**config.mk**
```make
export PLATFORM = sky130hd
export DESIGN_NAME = mmrs_queue
export DESIGN_NICKNAME = d
export VERILOG_FILES = /design/src/rtl/core/mmrs_pkg.sv /design/src/rtl/core/mmrs_queue.sv
export SDC_FILE = /design/constraint.sdc
export NUM_CORES = 1
export LEC_CHECK = 0
export ABC_CLOCK_PERIOD_IN_PS = 3300
export BUFFER_PORTS_ARGS = -buffer_cell sky130_fd_sc_hd__buf_4
export CAP_MARGIN = 10
export CORE_ASPECT_RATIO = 1.2
export CORE_UTILIZATION = 51
export CTS_CLUSTER_SIZE = 30
export DETAILED_ROUTE_END_ITERATION = 10
export PLACE_DENSITY = 0.78
export SYNTH_ARGS = -nofsm -noshare
export SYNTH_HDL_FRONTEND = slang
export SYNTH_SLANG_ARGS = --single-unit
```
**constraint.sdc**
```tcl
create_clock -name clk_i -period 3.3 [get_ports clk_i]
set_input_delay 0.66 -clock clk_i [delete_from_list [all_inputs] [get_ports clk_i]]
set_output_delay 0.66 -clock clk_i [all_outputs]
set_load 0.01 [all_outputs]
```
**src/rtl/core/mmrs_pkg.sv**
```systemverilog
package mmrs_pkg;

  localparam int unsigned IDX_W = 6;
  localparam int unsigned VAL_W = 16;
  localparam int unsigned PROD_W = 32;
  localparam int unsigned SUM_W = 40;
  localparam int unsigned QUEUE_DEPTH = 2;

  localparam logic REQ_LOAD_B = 1'b0;
  localparam logic REQ_A_ELEM = 1'b1;

  typedef struct packed {
    logic                    is_a;
    logic [IDX_W-1:0]        row;
    logic [IDX_W-1:0]        col;
    logic signed [VAL_W-1:0] value;
    logic                    last;
  } cmd_t;

  typedef enum logic [1:0] {
    ST_IDLE,
    ST_ISSUE,
    ST_DRAIN
  } back_state_e;

endpackage

```
**src/rtl/core/mmrs_queue.sv**
```systemverilog
module mmrs_queue (
  input  logic           clk_i,
  input  logic           rst_ni,
  input  logic           push_valid_i,
  output logic           push_ready_o,
  input  mmrs_pkg::cmd_t push_i,
  output logic           pop_valid_o,
  input  logic           pop_ready_i,
  output mmrs_pkg::cmd_t pop_o
);
  import mmrs_pkg::*;

  localparam int unsigned PTR_W = (QUEUE_DEPTH > 1) ? $clog2(QUEUE_DEPTH) : 1;
  localparam int unsigned CNT_W = $clog2(QUEUE_DEPTH + 1);

  cmd_t             entry_q [QUEUE_DEPTH];
  logic [PTR_W-1:0] wr_ptr_q, wr_ptr_d;
  logic [PTR_W-1:0] rd_ptr_q, rd_ptr_d;
  logic [CNT_W-1:0] count_q, count_d;
  logic             push, pop;

  assign push_ready_o = (count_q != CNT_W'(QUEUE_DEPTH));
  assign pop_valid_o  = (count_q != '0);
  assign pop_o        = entry_q[rd_ptr_q];
  assign push         = push_valid_i && push_ready_o;
  assign pop          = pop_valid_o && pop_ready_i;

  always_comb begin
    wr_ptr_d = wr_ptr_q;
    rd_ptr_d = rd_ptr_q;
    count_d  = count_q;
    if (push) begin
      wr_ptr_d = (wr_ptr_q == PTR_W'(QUEUE_DEPTH - 1)) ? '0 : wr_ptr_q + 1'b1;
    end
    if (pop) begin
      rd_ptr_d = (rd_ptr_q == PTR_W'(QUEUE_DEPTH - 1)) ? '0 : rd_ptr_q + 1'b1;
    end
    if (push && !pop) begin
      count_d = count_q + 1'b1;
    end else if (pop && !push) begin
      count_d = count_q - 1'b1;
    end
  end

  always_ff @(posedge clk_i or negedge rst_ni) begin
    if (!rst_ni) begin
      wr_ptr_q <= '0;
      rd_ptr_q <= '0;
      count_q  <= '0;
    end else begin
      wr_ptr_q <= wr_ptr_d;
      rd_ptr_q <= rd_ptr_d;
      count_q  <= count_d;
    end
  end

  always_ff @(posedge clk_i) begin
    if (push) begin
      entry_q[wr_ptr_q] <= push_i;
    end
  end

endmodule

```
* Word level (Yosys, flattened, before mapping)
Memory sizes are Yosys's and may differ from the RTL's.
Cells that the tools add are included.
** Storage, ports and cells
- Flip-flop bits (word level) :: 4
- RAM bits :: 60
- Output and inout port bits :: 32
- Word-level logic and storage cells :: 23
- Memories :: 1
** Memory list
- entry_q :: words 2, bits a word 30, read ports 1, clocked after memory_dff 0, wr ports 1, RTL line mmrs_queue.sv:16 : cmd_t entry_q [QUEUE_DEPTH];
** Cells by class
- Add/sub/neg operators :: 4
- Eq/ne operators :: 1
- Mux-type cells :: 6
- Reduce and logical (&&, ||, !) cells :: 8
** Operators by type and width (count)
- $logic_and A1 B1 Y1 :: 4
- $mux W1 :: 4
- $mux W2 :: 2
- $reduce_bool A2 Y1 :: 2
- $add A1 B1 Y1 const B :: 2
- $add A2 B1 Y2 const B :: 1
- $logic_not A1 Y1 :: 2
- $ne A2 B2 Y1 const B :: 1
- $sub A2 B1 Y2 const B :: 1

* Depth between registers and ports, before layout
- Depth after elaboration :: 6
- Depth in mapped cells :: 7

* Least setup slack after synthesis
No wires, ideal clock.
- Path kind :: input-to-reg
- Start :: in push_valid_i
- End :: mem entry_q[0][0] in the netlist's numbering (enable)
- Setup time :: 0.417 ns
- Data arrival time :: 2.021 ns
- Slack :: 0.863 ns
- Stages :: 2
- Path through :: nand2_1 -> nor2_1
** On the way
- Word-level cells in the longest chain between the ends :: 3
** RTL lines
- start, declared :: RTL line mmrs_queue.sv:4 : input logic push_valid_i,
- $logic_and A1 B1 Y1 :: RTL line mmrs_queue.sv:25 : assign push = push_valid_i && push_ready_o;
- $mux W1 :: RTL line mmrs_queue.sv:58 : if (push) begin
- $mux W1 (not written as such) :: RTL line mmrs_queue.sv:59 : entry_q[wr_ptr_q] <= push_i;
- end, declared :: RTL line mmrs_queue.sv:16
No other way between the ends.

==> flow_summary.json <==
{
  "syn_area_per_cell_um2": 21.5,
  "yosysTopAreaCell": "edfxtp_1",
  "routed-via-count": 1231,
  "cts_num_sinks": 64,
  "clock_latency_ns": 0.32,
  "crit_arrival_ns": 1.83,
  "layout-drive-gt1-share_pct": 58.9,
  "wire_per_inst_um": 14.9,
  "slew_violations": 0,
  "grt_usage_pct": 16.0,
  "worst_r2r_path_depth": 4,
  "yosysWarnings": 0,
  "core_mm2": 0.00436,
  "power_density_mw_per_mm2": 839,
  "path_class": "reg -> out",
  "hold_ws_ns": 0.136,
  "grt_max_degree": 22,
  "synthFlopType": "edfxtp_1",
  "fin_crit_ns": 2.49,
  "setup_viol": 0,
  "postCtsSetupBuffers": 0,
  "nNetsFinal": 222,
  "cts_tree": "built",
  "numCtsBuffers": 9,
  "grt_pass1_wl_mm": 5.73,
  "fin_cells": 246,
  "cts_root_buffer": "clkbuf_8",
  "synth_seq_area_share_pct": 79.7,
  "end_kind": "output port",
  "slew_headroom_pct": 51.8,
  "cts_max_path_buffers": 2,
  "peakVddDrop_v": 0.000456,
  "die_x_um": 64.4,
  "path_max_fanout": 21,
  "dp.cells": 232,
  "viasPerCell": 5.00,
  "outcome": "finished, final reports clean",
  "die-area_mm2": 0.00495,
  "synth_top_area_share_pct": 75.6,
  "overflow": 0,
  "drt-total-wl_mm": 3.67,
  "htreeDepth": 3,
  "area_growth_pct": 29.1,
  "postRouteAntennaNets": 0,
  "syn-cell-area_mm2": 0.00238,
  "ys_ff_latch": 64,
  "io_buffers": 65,
  "worst_pin_slew_ns": 0.722,
  "fill_cells": 283,
  "p_comb_share_pct": 34.3,
  "p_leak_nw": 1.18,
  "period_share_pct": 75.5,
  "drc": 0,
  "ctsHoldBuffers": 0,
  "gpl.final_weighted_congestion": 0.650,
  "rows": 26,
  "crit_required_ns": 2.64,
  "fin_setup_tns_ns": 0,
  "drt_pass1_iterations": 4,
  "multi_input_area_um2": 448,
  "grt_antenna_before_repair": 0,
  "power.internal_mw": 1.86,
  "synth_common_cells": "edfxtp_1, mux2_2, dfrtp_1, buf_6, xnor2_1",
  "total_power_mw": 2.58,
  "seq_area_mm2": 0.00190,
  "syn-instance-count": 111,
  "cts_resized": 0,
  "die_h_um": 76.9,
  "seqPwrFrac_pct": 46.4,
  "n_antenna_cell": 0,
  "utilization_pct": 70.6,
  "clkPwrFrac_pct": 19.3,
  "yosys-top-cells-area": "edfxtp_1, mux2_2, dfrtp_1, buf_6, xnor2_1",
  "cap_viol_max_count": 0,
  "synth_cell_types": 14,
  "rsz0062_at_grt": "false",
  "critPathLaunchType": "flop",
  "hpwl_mm": 2.54,
  "fmax_ghz": 0.401,
  "ios": 66,
  "hold_class": "in -> async",
  "grt_pass1_vias": 1259,
  "power.switching_mw": 0.724,
  "synth_nets": 146,
  "hold_viol": 0,
  "yosysMostFrequentCell": "edfxtp_1",
  "clock_skew_ns": 0.00690,
  "synth_edf_count": 60,
  "initial_utilization_pct": 54.7,
  "clkTransAtPathRegs_ns": 0.05,
  "drtIter0Drc": 31,
  "switching_share_pct": 28.0,
  "synth-async-reset-ratio_pct": 6.25
}
==> path summary, 6_finish.rpt <==
kind,slack [ns],from,endpoint
max,0.81,rd_ptr_q,pop_o[14]
min reg2reg,0.52,wr_ptr_q,wr_ptr_q
min,0.14,rst_ni,wr_ptr_q
max in group asynchronous,3.06,rst_ni,count_q[1]
max reg2reg,1.33,count_q[0],entry_q[0][17]
min in group clk_i,0.52,wr_ptr_q,wr_ptr_q
==> kinds of logic after synthesis <==
kind of cell / share of synthesized area [%]
buffers and inverters: 1.57
adders and majority gates: 0.525
xor gates and xnor gates: 1.84
and+or+nand+nor: 2.15
DFF: 79.7
muxes: 14.2
==> metal layers <==
metal	wire, um	share of wire [%]	GRT usage (%)
met1	1440	39	17.9
met2	1960	53	27.5
met3	201	5.5	4.32
met4	71	1.9	8.67
met5	0	0	0
==> power groups by stage <==
stage	Sequential (mW)	Clock (mW)	Combinational (mW)
detailed placement	1.21	0	0.896
global route	1.22	0.540	0.954
global placement	1.20	0	0.883
finish	1.20	0.497	0.886
floorplan	1.18	0	0.555
CTS	1.20	0.511	0.904
==> flip-flops by register name, summed over array words and instances, names as in the netlist <==
| register | flops |
|---|---|
| rd_ptr_q | 1 |
| wr_ptr_q | 1 |
| entry_q | 60 |
| count_q | 2 |
==> per-stage QoR <==
| stage | worst slack, ns | cell area, um2 |
|---|---|---|
| 2_1_floorplan | 0.863 | 2380 |
| 3_3_place_gp | 1.15 | 2930 |
| 3_5_place_dp | 1.12 | 2930 |
| 4_1_cts | 0.772 | 3080 |
| 5_1_grt | 0.700 | 3080 |
| 6_report | 0.809 | 3080 |
==> critical path, stage by stage (launching register included) <==
cell and delay (ns):
dfrtp_1 0.60, buf_4 0.37, mux2_2 0.39, buf_4 0.15
==> cells in the final DEF (no fill, tap or decap) <==
cell type,count
xor2_1,2
clkinv_2,1
clkbuf_1,3
nand2b_4,1
and3_1,1
clkinv_1,1
edfxtp_1,60
nor2_1,1
mux2_2,30
ha_1,1
buf_4,68
xnor2_1,3
dfrtp_1,4
nand2_4,1
clkbuf_8,9
nor2_2,1
nand2_1,1
or2_4,1
inv_1,1
==> final cells by class <==
type	count	area share [%]
repair buffers	68	16.6
clock inverters	2	0.285
inverters	1	0.122
well taps	56	2.28
clock buffers	12	4.39
flip-flops and latches	64	61.8
multi-input cells	43	14.6
No activity file was read; power rests on OpenSTA's default activity.
